$ cat config.mk
export PLATFORM = sky130hd
export DESIGN_NAME = tcgr_ctrl
export DESIGN_NICKNAME = d
export VERILOG_FILES = /design/src/tcgr_pkg.sv /design/src/tcgr_ctrl.sv
export SDC_FILE = /design/constraint.sdc
export NUM_CORES = 1
export LEC_CHECK = 0
export ABC_AREA = 1
export BUFFER_PORTS_ARGS = -buffer_cell sky130_fd_sc_hd__buf_4
export CORE_AREA = 2 2 39 41
export CTS_BUF_LIST = sky130_fd_sc_hd__clkbuf_16
export CTS_CLUSTER_SIZE = 25
export DETAILED_ROUTE_END_ITERATION = 6
export DIE_AREA = 0 0 41 43
export GPL_ROUTABILITY_DRIVEN = 1
export HOLD_SLACK_MARGIN = 0.03
export PLACE_DENSITY_LB_ADDON = 0.15
export SETUP_SLACK_MARGIN = 0.5
export SLEW_MARGIN = 20
export SYNTH_ARGS = -nofsm -noshare
export SYNTH_HDL_FRONTEND = slang
export SYNTH_SLANG_ARGS = --single-unit
$ cat constraint.sdc
create_clock -name aclk -period 3.9 [get_ports aclk]
set_input_delay 0.78 -clock aclk [delete_from_list [all_inputs] [get_ports aclk]]
set_output_delay 0.78 -clock aclk [all_outputs]
set_load 0.01 [all_outputs]
$ cat src/tcgr_pkg.sv
`default_nettype none
// ----------------------------------------------------------------------------
// tcgr_pkg
// Shared constants, register indexes and controller/datapath interface types
// for the text console glyph renderer.
// ----------------------------------------------------------------------------
package tcgr_pkg;

    // Text grid and font geometry.
    localparam int TEXT_COLUMNS = 60;
    localparam int TEXT_ROWS    = 34;
    localparam int GLYPH_COUNT  = 96;
    localparam int GLYPH_LINES  = 8;
    localparam int STORE_DEPTH  = 768;
    localparam int ADDR_W       = $clog2(STORE_DEPTH);
    localparam int CURSOR_W     = 6;
    localparam int COLOR_W      = 16;
    localparam int COORD_W      = 9;

    // Register reset values.
    localparam logic [COLOR_W-1:0] FG_RESET = 16'hA4FF;
    localparam logic [COLOR_W-1:0] BG_RESET = 16'h421B;

    // Configuration register indexes.
    localparam int CFG_IDX_W = 1;
    localparam logic [CFG_IDX_W-1:0] REG_FG_COLOR = 1'd0;
    localparam logic [CFG_IDX_W-1:0] REG_BG_COLOR = 1'd1;

    // Item operation codes.
    localparam logic OP_LOAD_ROW = 1'b0;
    localparam logic OP_PUT_CHAR = 1'b1;

    // Character codes of interest.
    localparam logic [7:0] CHAR_LF         = 8'd10;
    localparam logic [7:0] CHAR_CR         = 8'd13;
    localparam logic [7:0] FIRST_PRINTABLE = 8'd32;
    localparam logic [7:0] LAST_PRINTABLE  = 8'd127;

    // Eight pixel colours of one glyph row, pixel 0 in element 0.
    typedef logic [7:0][COLOR_W-1:0] row_colors_t;

    // Commands from the controller to the datapath.
    typedef struct packed {
        logic       capture;      // register the character of the accepted item
        logic       sweep_we;     // write zero at the sweep address
        logic       load_we;      // write the accepted font row
        logic       issue_row;    // read one glyph row into the result stage
        logic       issue_clear;  // put a clear-screen result into the stage
        logic [2:0] row;          // glyph row being issued
        logic       last;         // issued result is the item's final one
        logic       advance;      // step the cursor one column
        logic       newline;      // move the cursor to the next row
    } tcgr_cmd_t;

    // Status from the datapath to the controller.
    typedef struct packed {
        logic sweep_last;  // sweep address is at the final entry
        logic stage_free;  // result stage can take an issue this cycle
        logic col_last;    // cursor is in the final column
        logic row_last;    // cursor is in the final row
    } tcgr_status_t;

endpackage
`default_nettype wire

$ cat src/tcgr_ctrl.sv
`default_nettype none
// ----------------------------------------------------------------------------
// tcgr_ctrl
// Controller: sequences the font store sweep after reset, the eight glyph
// rows of a printable character and the clear-screen result on row overflow.
// ----------------------------------------------------------------------------
module tcgr_ctrl
    import tcgr_pkg::*;
(
    input  wire logic         aclk,
    input  wire logic         aresetn,
    input  wire logic         s_valid,
    output logic              s_ready,
    input  wire logic         s_op,
    input  wire logic [7:0]   s_char_code,
    input  wire tcgr_status_t status,
    output tcgr_cmd_t         cmd
);

    localparam logic [1:0] ST_SWEEP = 2'd0;
    localparam logic [1:0] ST_IDLE  = 2'd1;
    localparam logic [1:0] ST_ROWS  = 2'd2;
    localparam logic [1:0] ST_CLEAR = 2'd3;

    logic [1:0] state_reg, state_next;
    logic [2:0] row_reg, row_next;
    logic       accept;
    logic       is_newline;
    logic       is_print;
    logic       wrap_clear;

    // The input is ready exactly in the idle state.
    assign accept     = s_valid && (state_reg == ST_IDLE);
    assign is_newline = s_char_code inside {CHAR_LF, CHAR_CR};
    assign is_print   = s_char_code inside {[FIRST_PRINTABLE:LAST_PRINTABLE]};
    // A column step from the final cell of the final row overflows the screen.
    assign wrap_clear = status.col_last && status.row_last;

    // Next state and command decode.
    always_comb begin
        state_next = state_reg;
        row_next   = row_reg;
        s_ready    = 1'b0;
        cmd        = '0;
        cmd.row    = row_reg;
        case (state_reg)
            ST_SWEEP: begin
                cmd.sweep_we = 1'b1;
                if (status.sweep_last) begin
                    state_next = ST_IDLE;
                end
            end
            ST_IDLE: begin
                s_ready = 1'b1;
                if (accept) begin
                    cmd.capture = 1'b1;
                    if (s_op == OP_LOAD_ROW) begin
                        cmd.load_we = 1'b1;
                    end else if (is_newline) begin
                        cmd.newline = 1'b1;
                        if (status.row_last) begin
                            state_next = ST_CLEAR;
                        end
                    end else if (is_print) begin
                        row_next   = 3'd0;
                        state_next = ST_ROWS;
                    end else begin
                        cmd.advance = 1'b1;
                        if (wrap_clear) begin
                            state_next = ST_CLEAR;
                        end
                    end
                end
            end
            ST_ROWS: begin
                if (status.stage_free) begin
                    cmd.issue_row = 1'b1;
                    cmd.last      = (row_reg == 3'd7) && !wrap_clear;
                    row_next      = row_reg + 3'd1;
                    if (row_reg == 3'd7) begin
                        // The cursor moves on as the final row leaves.
                        cmd.advance = 1'b1;
                        state_next  = wrap_clear ? ST_CLEAR : ST_IDLE;
                    end
                end
            end
            ST_CLEAR: begin
                if (status.stage_free) begin
                    cmd.issue_clear = 1'b1;
                    cmd.last        = 1'b1;
                    state_next      = ST_IDLE;
                end
            end
            default: begin
                state_next = ST_IDLE;
            end
        endcase
    end

    // State registers.
    always_ff @(posedge aclk) begin
        if (!aresetn) begin
            state_reg <= ST_SWEEP;
            row_reg   <= 3'd0;
        end else begin
            state_reg <= state_next;
            row_reg   <= row_next;
        end
    end

endmodule
`default_nettype wire

Yosys cells after proc, flatten, opt, wreduce, memory -nomap -nowiden
Cells that the tools add are included.
W data, S select, Z words.
{ "classes": {"n_reduce_logical": 10, "n_shift": 0, "mul": 0, "n_lt_le_gt_ge": 2, "eq_ne": 16, "bitwise": 0, "muxes": 38, "div_mod_pow": 0, "n_addsub": 1} }
{ "op_table": {"columns": ["operator", "count"], "rows": [
  ["$mux W2", 14],
  ["$eq A8 B4 Y1 const B", 2],
  ["$ne A2 B2 Y1 const B", 8],
  ["$mux W1", 15],
  ["$mux W3", 5],
  ["$ge A8 B6 Y1 const B", 1],
  ["$le A8 B7 Y1 const B", 1],
  ["$pmux W2 S4", 1],
  ["$reduce_and A8 Y1", 1],
  ["$pmux W3 S2", 1],
  ["$reduce_and A6 Y1", 1],
  ["$eq A2 B2 Y1 const B", 2],
  ["$logic_and A1 B1 Y1", 4],
  ["$ne A4 B4 Y1 const B", 1],
  ["$pmux W1 S2", 2],
  ["$reduce_bool A2 Y1", 2],
  ["$add A3 B1 Y3 const B", 1],
  ["$eq A3 B3 Y1 const B", 1],
  ["$ne A3 B3 Y1 const B", 1],
  ["$eq A2 B1 Y1 const B", 1],
  ["$logic_not A2 Y1", 1],
  ["$logic_not A1 Y1", 1]
]} }
{ "word_totals": {"ram_bits": 0, "memories": 0, "output_inout_bits": 12, "romBits": 0, "latchBits": 0, "inputBits": 16, "regBits": 5, "wordCells": 69} }

Longest topological paths before layout
{ "logic_depth": {"depth_word": 7, "mapped_depth": 9, "mapped_depth_nobuf": 9} }

Worst setup path before layout
Ideal clock, no wire load.
{ "synth_path": {"path_kind": "input to output", "from": "input port s_char_code[6]", "to": "output port cmd[1] (netlist bit)", "t_arrival_ns": 1.431, "path_buffers": 0, "setup_slack_ns": 1.689, "t_required_ns": 3.120, "cell_stages": 5, "cell_sequence": "or2_0 -> nor2_1 -> nand2_1 -> nand4_1 -> a21boi_0"} }
{ "synth_lines": {"columns": ["item", "line_no", "text"], "rows": [
  ["start, declared", "tcgr_ctrl.sv:15", "input wire logic [7:0] s_char_code,"],
  ["end, declared", "tcgr_ctrl.sv:17", "output tcgr_cmd_t cmd"]
]} }

==> summary.md <==
| Metric | Value |
|---|---|
| Pre-CTS setup slack | ~1400 ps |
| Ant diodes | 0 |
| Final hold violations | 0 |
| RSZ-0062 raised after global routing | false |
| Maximum vdd drop | around 0.00046 V |
| PortBufs | 27 |
| Worst endpoint required time | 3120 ps |
| Final Core Density | 0.599 |
| Reg clk slew, reported paths | about 30 ps |
| Drt wl/cell | slightly below 9 um |
| Logic pwr share | 0.550 |
| Synth top area share | 0.192 |
| Worst-Skew Late Latency | 230 ps |
| Outcome | completed |
| Fin crit period | 2480 ps |
| Hold slack final | 499 ps |
| CP Launch Type | input pin |
| Slew @ Worst Pin | 333 ps |
| Number of flops mapped to enable cells by yosys | 0 |
| Netlist cell types | 16 |
| Number of fill cells | 131 |
| Seq/Total Area, Yosys | 0.190 |
| # setup viols final | 0 |
| Worst Hold Class | flip-flop to flip-flop |
| Die area | around 1800 um^2 |
| WP data arrival | about 1700 ps |
| Flop pwr share | 0.170 |
| Initial antenna violation count | 0 |
| Worst setup margin | around 1400 ps |
| GRT overflow | 0 |
| Syn Nets | 112 |
| WS Path Type | input pin to output pin |
| Final WL | between 1000 and 1500 um |
| Share of cells above drive strength 1 | 0.281 |
| Cell area power density | between 700 and 800 nW/um^2 |
| Clk buf depth | 2 |
| Final setup skew | between 0.3 and 0.4 ps |
| CTS tree | done |
| CP max FO | 3 |
| Worst relative slew slack | 0.778 |
| Number of buffers inserted by hold repair at cts | 0 |
| Final Instance Area | between 800 and 900 um^2 |
| Via Count | 610 |
| Post-placement cell count | 133 |
| DR pass1 iterations | 4 |
| # resized after CTS | 0 |
| Slew Limit Fails | 0 |
| Setup TNS | 0 ps |
| Top cells by count, synth | nand2_1, nor2_1, inv_1, nand3_1, ha_1 |
| Routability cong. | ~0.72 |
| Initial Util | 0.381 |
| Net switching fraction of the power | 0.399 |
| Layout Cells excl Fill | between 100 and 150 |
| Vias per Instance | between 4 and 5 |
| Internal power | 0.357 mW |
| CTS buffer count | 3 |
| Top cells by area, synth | nand2_1, dfxtp_1, ha_1 |
| Max Cap Viol | 0 |
| Post-CTS setup buffers | 0 |
| DRT iter0 DRCs | 6 |
| Avg Cell Area, Syn | around 6 um^2 |
| Sink Count | 5 |
| Area after DPL | approximately 750 um^2 |
| Final ANT Viol Nets | 0 |
| Global-route usage over all layers | 0.152 |
| Largest register FFs | 3 |
| Mapped Cells | 90 |
| Core Area | 1380 um^2 |
| Cell taking the most area after synthesis | nand2_1 |
| CTS H-Tree Depth | 1 |
| Area delta synth->final | 57.2% |
| Yosys warnings | 0 |
| Die Ht | around 43 um |
| Predominant post-synthesis flop cell | dfxtp_1 |
| Max Fclk | 402 MHz |
| Mapped cell area | about 530 um^2 |
| Leakage | between 0.4 and 0.5 nW |
| Synthesized flop and latch total | 5 |
| Count leader, synth | nand2_1 |
| P_sw | 0.237 mW |
| Nets | roughly 140 |
| Number of cell rows | 14 |
| Dpl hpwl | 1030 um |
| CP Capture Type | output pin |
| Post-synth ARST share | 0 |
| Root Buffer | clkbuf_16 |
| Number of global-route vias before repair | around 480 |
| Ports | 28 |
| Clock Power Share | 0.280 |
| Fin crit share | 0.637 |
| First-pass GRT wire length | approximately 1800 um |
| Total power | 0.594 mW |
| Die X | around 41 um |
| Largest net degree at the start of global routing | 9 |
| # DRC | 0 |
-- power groups by stage --
stage	Combinational, mW	Sequential [mW]	Clock [mW]
2_1_floorplan	0.218	0.106	0
3_3_place_gp	0.326	0.101	0
3_5_place_dp	0.327	0.102	0
4_1_cts	0.329	0.102	0.171
5_1_grt	0.373	0.104	0.174
6_report	0.327	0.101	0.166
-- cells by family after synthesis --
kind of cell | share of synthesized area
and+or+nand+nor | 0.428
DFF | 0.190
adders and majority gates | 0.143
buffers and inverters | 0.107
AOI/OAI and AO/OA | 0.133
-- path summary, 6_finish.rpt --
path                                   from                   endpoint  slack, ps  cells past startpoint
setup / recovery             s_char_code[6]                     cmd[1]       1420                      7
hold / removal      row_reg[2]$_SDFFE_PN0P_    row_reg[2]$_SDFFE_PN0P_        500                      2
setup reg to reg  state_reg[1]$_SDFFE_PN0P_  state_reg[1]$_SDFFE_PN0P_       2340                      9
hold reg to reg     row_reg[2]$_SDFFE_PN0P_    row_reg[2]$_SDFFE_PN0P_        500                      2
-- metal layers --
| layer | wire, um | vias up | GRT usage |
|---|---|---|---|
| li1 | - | 349 | - |
| met3 | 132 | 3 | 0.0471 |
| met5 | 0 | - | 0 |
| met1 | 567 | 235 | 0.194 |
| met4 | 30 | 0 | 0.100 |
| met2 | 485 | 23 | 0.209 |
-- final cells by class --
cell class	instances	area (um^2)	area share
clock buffers	3	75.1	0.0906
clock inverters	1	3.75	0.00453
inverters	15	56.3	0.0680
multi-input cells	70	370	0.447
flip-flops and latches	5	100	0.121
well taps	16	20.0	0.0242
repair buffers	27	203	0.245
-- layout by cell type (no fill, tap or decap), drive strengths merged --
master / n
ha: 6
buf: 27
a21boi: 1
inv: 16
nand2: 27
nand3: 7
a21oi: 4
nand4: 3
o21ai: 3
clkbuf: 3
nor2: 17
or2: 1
o211ai: 1
dfxtp: 5
-- critical path: stages --
cell,delay (ps)
buf_4,120
or2_0,210
nor2_1,180
nand2_1,120
nand4_1,80
a21boi_0,80
buf_4,150
Power figures use the tool's default switching activity.
